$ cat src/rtl/ssrk_pkg.sv
package ssrk_pkg;

   localparam int MAX_STATES  = 8;
   localparam int MAX_INPUTS  = 4;
   localparam int MAX_OUTPUTS = 4;

   localparam int BASE_B      = MAX_STATES * MAX_STATES;
   localparam int BASE_C      = BASE_B + MAX_STATES * MAX_INPUTS;
   localparam int BASE_D      = BASE_C + MAX_OUTPUTS * MAX_STATES;
   localparam int STORE_DEPTH = BASE_D + MAX_OUTPUTS * MAX_INPUTS;

   localparam int ADDR_W = 8;
   localparam int ROW_W  = 3;
   localparam int TERM_W = 4;

   // floor(a/3) = (a * RECIP3) >> 33 for any 32-bit a
   localparam logic [31:0] RECIP3 = 32'hAAAA_AAAB;

   typedef enum logic [1:0] {
      FUNC_LOAD_COEF  = 2'd0,
      FUNC_LOAD_STATE = 2'd1,
      FUNC_OUTPUT     = 2'd2,
      FUNC_STEP       = 2'd3
   } func_type;

   typedef enum logic [1:0] {
      CSR_STATES_USED  = 2'd0,
      CSR_INPUTS_USED  = 2'd1,
      CSR_OUTPUTS_USED = 2'd2,
      CSR_STEP_SIZE    = 2'd3
   } csr_index_type;

   typedef enum logic [3:0] {
      ST_IDLE,
      ST_TERM,
      ST_DRAIN1,
      ST_DRAIN2,
      ST_OUT,
      ST_HMUL,
      ST_HRES,
      ST_KUPD,
      ST_KSUM,
      ST_COMMIT
   } ctrl_state_type;

   typedef struct packed {
      logic              accept;
      logic              rd_en;
      logic [ADDR_W-1:0] rd_addr;
      logic              opd_u;
      logic [ROW_W-1:0]  opd_idx;
      logic              acc_clr;
      logic              mul_h;
      logic              k_load;
      logic              k_upd;
      logic              k_sum;
      logic [1:0]        stage;
      logic [ROW_W-1:0]  row;
      logic              xs_copy;
      logic              x_commit;
      logic              rsp_load;
      logic              rsp_last;
   } dp_cmd_type;

   typedef struct packed {
      logic [3:0] nx;
      logic [2:0] ni;
      logic [2:0] no;
      logic       rsp_busy;
   } dp_status_type;

endpackage

$ cat src/rtl/ssrk_ctrl.sv
module ssrk_ctrl (
   input  logic                     clock,
   input  logic                     reset,
   input  logic                     req_valid,
   input  logic [1:0]               req_func,
   output logic                     req_stall,
   input  ssrk_pkg::dp_status_type  status,
   output ssrk_pkg::dp_cmd_type     cmd
);

   ssrk_pkg::ctrl_state_type state_ff, state_in;
   logic [ssrk_pkg::ROW_W-1:0]  row_ff, row_in;
   logic [ssrk_pkg::TERM_W-1:0] term_ff, term_in;
   logic [1:0]                  stage_ff, stage_in;
   logic                        step_ff, step_in;

   logic [3:0]                  nrows;
   logic                        last_row;
   logic                        last_term;
   logic                        term_is_u;
   logic [ssrk_pkg::ROW_W-1:0]  uidx;
   logic [ssrk_pkg::ADDR_W-1:0] row_x_base, row_u_base;

   always_ff @(posedge clock) begin
      if (reset) begin
         state_ff <= ssrk_pkg::ST_IDLE;
         row_ff   <= '0;
         term_ff  <= '0;
         stage_ff <= '0;
         step_ff  <= 1'b0;
      end else begin
         state_ff <= state_in;
         row_ff   <= row_in;
         term_ff  <= term_in;
         stage_ff <= stage_in;
         step_ff  <= step_in;
      end
   end

   always_comb begin
      nrows     = step_ff ? status.nx : {1'b0, status.no};
      last_row  = (4'(row_ff) + 4'd1) == nrows;
      last_term = (5'(term_ff) + 5'd1) == (5'(status.nx) + 5'(status.ni));
      term_is_u = 5'(term_ff) >= 5'(status.nx);
      uidx      = ssrk_pkg::ROW_W'(term_ff - ssrk_pkg::TERM_W'(status.nx));
      if (step_ff) begin
         row_x_base = ssrk_pkg::ADDR_W'(row_ff) * ssrk_pkg::ADDR_W'(ssrk_pkg::MAX_STATES);
         row_u_base = ssrk_pkg::ADDR_W'(ssrk_pkg::BASE_B)
                      + ssrk_pkg::ADDR_W'(row_ff) * ssrk_pkg::ADDR_W'(ssrk_pkg::MAX_INPUTS);
      end else begin
         row_x_base = ssrk_pkg::ADDR_W'(ssrk_pkg::BASE_C)
                      + ssrk_pkg::ADDR_W'(row_ff) * ssrk_pkg::ADDR_W'(ssrk_pkg::MAX_STATES);
         row_u_base = ssrk_pkg::ADDR_W'(ssrk_pkg::BASE_D)
                      + ssrk_pkg::ADDR_W'(row_ff) * ssrk_pkg::ADDR_W'(ssrk_pkg::MAX_INPUTS);
      end
   end

   always_comb begin
      state_in  = state_ff;
      row_in    = row_ff;
      term_in   = term_ff;
      stage_in  = stage_ff;
      step_in   = step_ff;
      req_stall = 1'b1;

      cmd          = '0;
      cmd.stage    = stage_ff;
      cmd.row      = row_ff;
      cmd.opd_u    = term_is_u;
      cmd.opd_idx  = term_is_u ? uidx : ssrk_pkg::ROW_W'(term_ff);
      cmd.rd_addr  = term_is_u ? row_u_base + ssrk_pkg::ADDR_W'(uidx)
                               : row_x_base + ssrk_pkg::ADDR_W'(term_ff);
      cmd.rsp_last = last_row;

      unique case (state_ff)
         ssrk_pkg::ST_IDLE: begin
            req_stall = 1'b0;
            if (req_valid) begin
               cmd.accept = 1'b1;
               row_in     = '0;
               term_in    = '0;
               stage_in   = '0;
               if (req_func == ssrk_pkg::FUNC_OUTPUT || req_func == ssrk_pkg::FUNC_STEP) begin
                  step_in  = req_func == ssrk_pkg::FUNC_STEP;
                  state_in = ssrk_pkg::ST_TERM;
               end
            end
         end
         ssrk_pkg::ST_TERM: begin
            cmd.rd_en   = 1'b1;
            cmd.acc_clr = term_ff == '0;
            term_in     = term_ff + 1'b1;
            if (last_term) begin
               term_in  = '0;
               state_in = ssrk_pkg::ST_DRAIN1;
            end
         end
         ssrk_pkg::ST_DRAIN1: state_in = ssrk_pkg::ST_DRAIN2;
         ssrk_pkg::ST_DRAIN2: state_in = step_ff ? ssrk_pkg::ST_HMUL : ssrk_pkg::ST_OUT;
         ssrk_pkg::ST_OUT: begin
            if (!status.rsp_busy) begin
               cmd.rsp_load = 1'b1;
               if (last_row) begin
                  state_in = ssrk_pkg::ST_IDLE;
               end else begin
                  row_in   = row_ff + 1'b1;
                  state_in = ssrk_pkg::ST_TERM;
               end
            end
         end
         ssrk_pkg::ST_HMUL: begin
            cmd.mul_h = 1'b1;
            state_in  = ssrk_pkg::ST_HRES;
         end
         ssrk_pkg::ST_HRES: begin
            cmd.k_load = 1'b1;
            state_in   = ssrk_pkg::ST_KUPD;
         end
         ssrk_pkg::ST_KUPD: begin
            cmd.k_upd = 1'b1;
            state_in  = ssrk_pkg::ST_KSUM;
         end
         ssrk_pkg::ST_KSUM: begin
            cmd.k_sum = 1'b1;
            if (last_row) begin
               row_in = '0;
               if (stage_ff == 2'd3) begin
                  state_in = ssrk_pkg::ST_COMMIT;
               end else begin
                  cmd.xs_copy = 1'b1;
                  stage_in    = stage_ff + 1'b1;
                  state_in    = ssrk_pkg::ST_TERM;
               end
            end else begin
               row_in   = row_ff + 1'b1;
               state_in = ssrk_pkg::ST_TERM;
            end
         end
         ssrk_pkg::ST_COMMIT: begin
            cmd.x_commit = 1'b1;
            state_in     = ssrk_pkg::ST_IDLE;
         end
         default: state_in = ssrk_pkg::ST_IDLE;
      endcase
   end

endmodule

$ cat config.mk
export PLATFORM = sky130hd
export DESIGN_NAME = ssrk_ctrl
export DESIGN_NICKNAME = d
export VERILOG_FILES = /design/src/rtl/ssrk_pkg.sv /design/src/rtl/ssrk_ctrl.sv
export SDC_FILE = /design/constraint.sdc
export NUM_CORES = 1
export LEC_CHECK = 0
export BUFFER_PORTS_ARGS = -buffer_cell sky130_fd_sc_hd__buf_4
export CAP_MARGIN = 0
export CORE_ASPECT_RATIO = 0.8
export CORE_MARGIN = 2
export CORE_UTILIZATION = 55
export DETAILED_ROUTE_END_ITERATION = 8
export PLACE_DENSITY_LB_ADDON = 0.15
export SLEW_MARGIN = 5
export SYNTH_ARGS = -nofsm -noshare
export SYNTH_HDL_FRONTEND = slang
export SYNTH_SLANG_ARGS = --single-unit
$ cat constraint.sdc
create_clock -name clock -period 4.1 [get_ports clock]
set_clock_uncertainty 0.05 [all_clocks]
set_input_delay 0.41 -clock clock [delete_from_list [all_inputs] [get_ports clock]]
set_output_delay 0.41 -clock clock [all_outputs]
set_load 0.005 [all_outputs]
==> Word level (Yosys, flattened, before mapping) <==
Cells that the tools add are included.
{ "totals": {"regBits": 14, "latch_bits": 0, "mem_bits_rw": 0, "rom_bits": 0, "word_cells": 91, "mem_count": 0} }
{ "op_classes": {"n_addsub": 12, "multipliers": 0, "div": 0, "n_lt_le_gt_ge": 1, "eq_ne": 21, "n_shift": 0, "n_mux": 41, "bitwise": 0, "n_reduce_logical": 11} }
{ "op_table": {"columns": ["operator", "count"], "rows": [
  ["$mux 4", 9],
  ["$pmux 4 s9", 1],
  ["$mux 8", 3],
  ["$mux 1", 17],
  ["$eq 4x3->1 const B", 4],
  ["$mux 3", 5],
  ["$ne 2x2->1 const B", 7],
  ["$reduce_and 4->1", 3],
  ["$pmux 3 s3", 1],
  ["$add 7x5->8 const A", 1],
  ["$add 7x6->8 const A", 1],
  ["$add 8x3->8", 1],
  ["$add 8x4->8", 1],
  ["$add 8x5->8 const A", 1],
  ["$eq 4x2->1 const B", 2],
  ["$eq 4x4->1 const B", 2],
  ["$logic_not 4->1", 2],
  ["$pmux 4 s2", 1],
  ["$eq 2x2->1 const B", 3],
  ["$mux 2", 3],
  ["$add 4x1->5 const B", 1],
  ["$add 4x3->5", 1],
  ["$eq 5x5->1", 1],
  ["$add 3x1->4 const B", 1],
  ["other kinds (13)", 14]
]} }

==> Logic depth before layout (Yosys ltp) <==
Gate-level depths: netlist of run 1.
{ "depth": {"depth_word": 5, "mapped_depth": 9, "mapped_depth_nobuf": 8} }

==> Worst setup path before layout of run 1 <==
Ideal clock, no wire load.
{ "synth_path": {"path_kind": "flip-flop to output port", "startpoint": "register term_ff[0] in the netlist's numbering", "endpoint": "output cmd[18] in the netlist's numbering", "t_arrival_ns": 2.018, "t_required_ns": 3.640, "slack_ns": 1.622, "path_stages_with_launch": 10, "cell_sequence": "dfxtp_1 -> inv_1 -> ha_1 -> fa_1 -> a21bo_2 -> a21o_1 -> a21oi_2 -> buf_2 -> mux2i_1 -> buf_4"} }
{ "synth_rtl": {"columns": ["item", "line_no", "text"], "rows": [
  ["start: declaration", "ssrk_ctrl.sv:13", "logic [ssrk_pkg::TERM_W-1:0] term_ff, term_in;"],
  ["start signal: assignment", "ssrk_ctrl.sv:34", "term_ff <= term_in;"],
  ["end: declaration", "ssrk_ctrl.sv:8", "output ssrk_pkg::dp_cmd_type cmd"]
]} }

==> results of run 1 <==
[cell usage after synthesis, drive strengths merged]
cell type / instances
o31ai: 3
o21ai: 6
o2111ai: 1
o211ai: 1
and4: 2
nor3b: 2
mux2: 4
fa: 2
a31oi: 3
dfxtp: 14
buf: 11
nand2: 9
ha: 18
nand3b: 1
nor4: 2
o32a: 1
o311ai: 2
a22o: 2
inv: 16
or3: 2
a21oi: 8
o41ai: 1
mux2i: 9
a2111oi: 1
xnor2: 11
a21o: 3
a211oi: 1
nand2b: 4
clkbuf: 2
xor2: 9
a21bo: 1
a32oi: 1
nor4b: 4
nand3: 9
nor2b: 1
a41o: 1
o32ai: 1
nor3: 1
nand4: 2
nor2: 8
[critical path, stage by stage (launching register included)]
cell	delay [ns]
dfxtp_1	0.38
inv_1	0.14
ha_1	0.18
fa_1	0.22
a21bo_2	0.23
a21o_1	0.18
a21oi_2	0.47
mux2_2	0.40
buf_4	0.13
[path summary, 6_finish.rpt]
kind | from | end | slack [ns]
worst min-delay path | req_func[0] | step_ff | 0.32
worst max register to register | row_ff[1] | row_ff[0] | 2.07
worst min register to register | stage_ff[1] | stage_ff[1] | 0.50
worst max-delay path | term_ff[0] | cmd[20] | 1.01
[through the flow]
| step | util | instance area (sq um) |
|---|---|---|
| 6_report | 0.695 | 1920 |
| 5_1_grt | 0.695 | 1920 |
| 4_1_cts | 0.695 | 1920 |
| 3_5_place_dp | 0.682 | 1890 |
| 3_3_place_gp | 0.682 | 1890 |
| 2_1_floorplan | - | 1610 |
[routing by layer]
metal	global-route usage	up-vias	wire length, um
li1	-	716	-
met1	0.316	690	1660
met2	0.411	38	1790
met3	0.0452	5	184
met4	0.0532	0	32
met5	0	-	0
[power by group through the flow]
stage	clock [W]	combinational (W)	sequential (W)
6_report	0.000101	0.000142	0.000150
5_1_grt	0.000113	0.000159	0.000151
4_1_cts	0.000104	0.000143	0.000150
3_5_place_dp	0	0.000141	0.000153
3_3_place_gp	0	0.000138	0.000152
2_1_floorplan	0	0.000101	0.000146
[state kept, by name, indices dropped and copies added, names as in the netlist]
name,flops
step_ff,1
stage_ff,2
row_ff,3
state_ff,4
term_ff,4
[kinds of logic (layout without fill, tap and decap cells)]
family / after synthesis / in the layout / share of synthesized area
AND/OR/NAND/NOR: 47 / 47 / 0.179
buffers and inverters: 29 / 64 / 0.102
XOR/XNOR: 20 / 20 / 0.120
multiplexers: 13 / 13 / 0.0915
adder cells (fa/ha/maj): 20 / 20 / 0.164
flip-flops: 14 / 14 / 0.174
AO/OA/AOI/OAI: 37 / 37 / 0.168
[cell type report]
| cell class | instances | area, sq um | share of cell area |
|---|---|---|---|
| sequential | 14 | 280 | 0.146 |
| multi-input combinational | 137 | 1170 | 0.607 |
| timing repair buffer | 44 | 330 | 0.172 |
| clock buffer | 4 | 36.3 | 0.0189 |
| tap | 38 | 47.5 | 0.0247 |
| inverter | 16 | 60.1 | 0.0313 |
==> run_results.csv, run 1 <==
group,metric,value,unit
final_layout,stdcell_count,253,
critical_path,path_class,"reg2out",
routing,wirelength,3670,um
power_and_ir_drop,p_comb_frac,0.362,
sta,setup_ws,1.01,ns
sta,fmax,324,MHz
power_and_ir_drop,vdd_drop_max,0.171,mV
routing,vias,1449,
sta,tns,0,ns
synthesis,avgSynthCellArea,8.96,sq um
global_route,grt_start_max_net_pins,14,
floorplan,core,2770,sq um
final_layout,final_layout_size_suffix_gt1_frac,0.307,
final_layout,final_common_cell,"buf_4",
critical_path,crit_fanout,13,
clock_network,path_clk_slew,0.09,ns
synthesis,synth-seq-cells,14,
final_layout,antenna-diode-count,0,
synthesis,synth_top_area_frac,0.174,
power_and_ir_drop,power,0.000392,W
sta,maxSlewHeadroom,0.610,
final_layout,fin_nets,252,
sta,tightest_slew,0.585,ns
synthesis,syn_nets,216,
floorplan,die_x,64.5,um
global_route,overflow,0,
sta,period_needed,3.09,ns
place,portBuffers,44,
critical_path,critPathRequiredTime,3.64,ns
routing,avgViaCountPerCell,5.73,
power_and_ir_drop,p_int,0.000263,W
power_and_ir_drop,power_per_cell_area,204,nW/um^2
clock_network,cts_resized,0,
run,cap_violations,0,
routing,first_pass_iters,4,
critical_path,arrival,2.63,ns
clock_network,cts_max_level,1,
routing,first_iter_violations,120,
global_route,grt_use_total,0.240,
clock_network,clk_path_buf_depth,2,
synthesis,synthCells,180,
power_and_ir_drop,power.switching,0.000129,W
sta,hold_viol_final,0,
clock_network,cts_sinks,14,
power_and_ir_drop,p_seq_frac,0.381,
sta,slew_violations,0,
place,place_ws,1.32,ns
routing,drc,0,
sta,rsz0062_at_grt,"false",
critical_path,rr_worst_depth,6,
synthesis,yosysWarnings,0,
synthesis,ys_seq_area_frac,0.174,
sta,setup_violations,0,
clock_network,cts-root-buf,"clkbuf_4",
clock_network,post-cts-setup-buffers,0,
clock_network,cts_hold_buf,0,
critical_path,crit_path_start_kind,"register",
synthesis,syn_area,1610,sq um
synthesis,synthTopCellsByArea,"dfxtp_1 (17%), ha_1 (14%), xnor2_1 (6.0%), mux2i_1 (5.0%), xor2_1 (4.3%)",
final_layout,nFillCells,231,
clock_network,numCtsBuffers,3,
global_route,antenna_found_initial,0,
hold_path,min_path_type,"in2reg",
place,gp_congestion,0.916,
global_route,grt_pass1_wl,6290,um
sta,hold_ws,0.318,ns
global_route,grt_pass1_vias,1367,
floorplan,rows,17,
power_and_ir_drop,netSwitchingFraction,0.329,
floorplan,die_area,3380,sq um
place,dp_hpwl,2980,um
final_layout,syn_to_final_growth,19.2,%
synthesis,yosysUniqueCellTypes,54,
clock_network,clkLatencyLatePin,0.29,ns
place,place_inst,249,
power_and_ir_drop,p_leak,0.897,nW
hold_path,holdPathStages,3,
routing,ant_nets,0,
critical_path,end_kind,"primary output",
power_and_ir_drop,pwr-share-clk,0.257,
outcome,outcome,"completed",
sta,fin_crit_sh,0.753,
floorplan,start_util,0.583,
floorplan,io_pins,45,
routing,wire_per_inst,14.5,um
synthesis,yosysTopAreaCell,"dfxtp_1",
clock_network,cts_tree,"built",
floorplan,dieHeight,52.4,um
final_layout,final_cell_mix,"buf_4 (44), ha_1 (18), inv_1 (14), dfxtp_1 (14), xnor2_1 (11)",
(Power assumes the default switching activity.)
==> run 2: changes to the inputs <==
CORE_UTILIZATION = 53   (was 55)
clock period = 3.1 ns   (was 4.1 ns; I/O delays follow)
==> run_results.csv, run 2 (synthesis gave the netlist of run 1 again) <==
group,metric,value,unit
global_route,grt_pass1_wl,6560,um
sta,fmax,340,MHz
floorplan,core,2830,sq um
final_layout,fin_area,1950,sq um
routing,avgViaCountPerCell,5.65,
final_layout,largestRegisters,"state_ff x4, term_ff x4, row_ff x3",
routing,vias,1434,
final_layout,nFillCells,233,
clock_network,numCtsBuffers,3,
global_route,grt_use_total,0.246,
clock_network,post-cts-setup-buffers,0,
clock_network,cts_resized,0,
floorplan,die_x,65.7,um
critical_path,r2r-start,"row_ff[0]",
floorplan,dieHeight,53.3,um
routing,first_pass_iters,4,
clock_network,cts_sinks,14,
sta,fin_crit_sh,0.949,
routing,ant_nets,0,
power_and_ir_drop,p_leak,0.911,nW
routing,first_iter_violations,65,
sta,tns,0,ns
hold_path,min_path_type,"in2reg",
critical_path,crit_path_start_kind,"register",
routing,wire_per_inst,15.1,um
critical_path,startpoint,"term_ff[0]",
outcome,outcome,"completed",
clock_network,clkLatencyLatePin,0.25,ns
sta,slew_violations,0,
floorplan,start_util,0.570,
critical_path,critPathRequiredTime,2.74,ns
floorplan,rows,17,
final_layout,final_common_cell,"buf_4",
global_route,grt_pass1_vias,1447,
critical_path,worstPathCellList,"inv_1 > ha_1 > a21bo_2 > a21o_1 > a21oi_2 > mux2_2 > buf_4",
final_layout,fin_nets,253,
critical_path,slowest_stage,"a21oi_2",
global_route,grt_start_max_net_pins,14,
final_layout,syn_to_final_growth,20.8,%
floorplan,io_pins,45,
sta,setup_violations,0,
critical_path,arrival,2.58,ns
clock_network,path_clk_slew,0.06,ns
final_layout,antenna-diode-count,0,
sta,rsz0062_at_grt,"false",
sta,maxSlewHeadroom,0.614,
sta,tightest_slew,0.580,ns
critical_path,crit_fanout,13,
final_layout,seq_area,280,sq um
power_and_ir_drop,vdd_drop_max,0.185,mV
clock_network,clk_path_buf_depth,2,
sta,hold_viol_final,0,
clock_network,cts_max_level,1,
place,placed_cell_area,1890,sq um
routing,drc,0,
power_and_ir_drop,power_per_cell_area,292,nW/um^2
final_layout,final_cell_mix,"buf_4 (45), ha_1 (18), inv_1 (14), dfxtp_1 (14), xnor2_1 (11)",
run,cap_violations,0,
clock_network,cts_hold_buf,0,
clock_network,cts_tree,"built",
critical_path,path_class,"reg2out",
clock_network,cts-root-buf,"clkbuf_8",
final_layout,final_util,0.689,
floorplan,die_area,3500,sq um
critical_path,slowest_delay,0.47,ns
routing,wirelength,3840,um
final_layout,final_layout_size_suffix_gt1_frac,0.310,
place,dp_hpwl,3090,um
global_route,antenna_found_initial,0,
sta,period_needed,2.94,ns
place,portBuffers,44,
hold_path,hp-start,"req_func[0]",
global_route,overflow,0,
final_layout,multi_input_area,1170,sq um
place,gp_congestion,0.908,
critical_path,end_kind,"primary output",
-- run 2: layer usage --
metal  track usage  vias up  part of all wire
li1              -      719                 -
met1         0.323      674              0.45
met2         0.404       32              0.50
met3        0.0574        9             0.045
met4        0.0660        0             0.012
met5             0        -                 0
-- run 2: area by class of cell --
cell class	instances	share of cell area
multi-input cells	137	0.599
inverters	16	0.0308
well taps	38	0.0244
clock buffers	4	0.0283
flip-flops and latches	14	0.144
repair buffers	45	0.173
-- run 2: path summary, 6_finish.rpt --
check | cells past startpoint | endpoint | slack [ns]
setup / recovery | 7 | cmd[16] | 0.16
hold / removal | 3 | step_ff | 0.24
setup reg to reg | 6 | row_ff[0] | 1.06
hold reg to reg | 2 | stage_ff[1] | 0.50
-- run 2: power breakdown --
group / internal [W] / switching [W]
clock: 0.000113 / 0.0000701
sequential: 0.000185 / 0.0000132
combinational: 0.0000918 / 0.0000963
-- run 2: stage by stage --
step	total power [W]	setup WS, ns	hold slack, ns	std cells
floorplan	0.000328	0.722	0.404	180
global placement	0.000383	0.542	0.471	250
detailed placement	0.000389	0.442	0.480	250
CTS	0.000574	0.163	0.242	254
global route	0.000600	0.0183	0.281	254
finish	0.000569	0.159	0.241	254
-- run 2: critical path: cells and delay by family (launching register included) --
kind,cells,cell delay [ns]
compound gates,3,0.87
buf+inv,2,0.26
flops,1,0.46
mux,1,0.40
fa+ha+maj,1,0.32
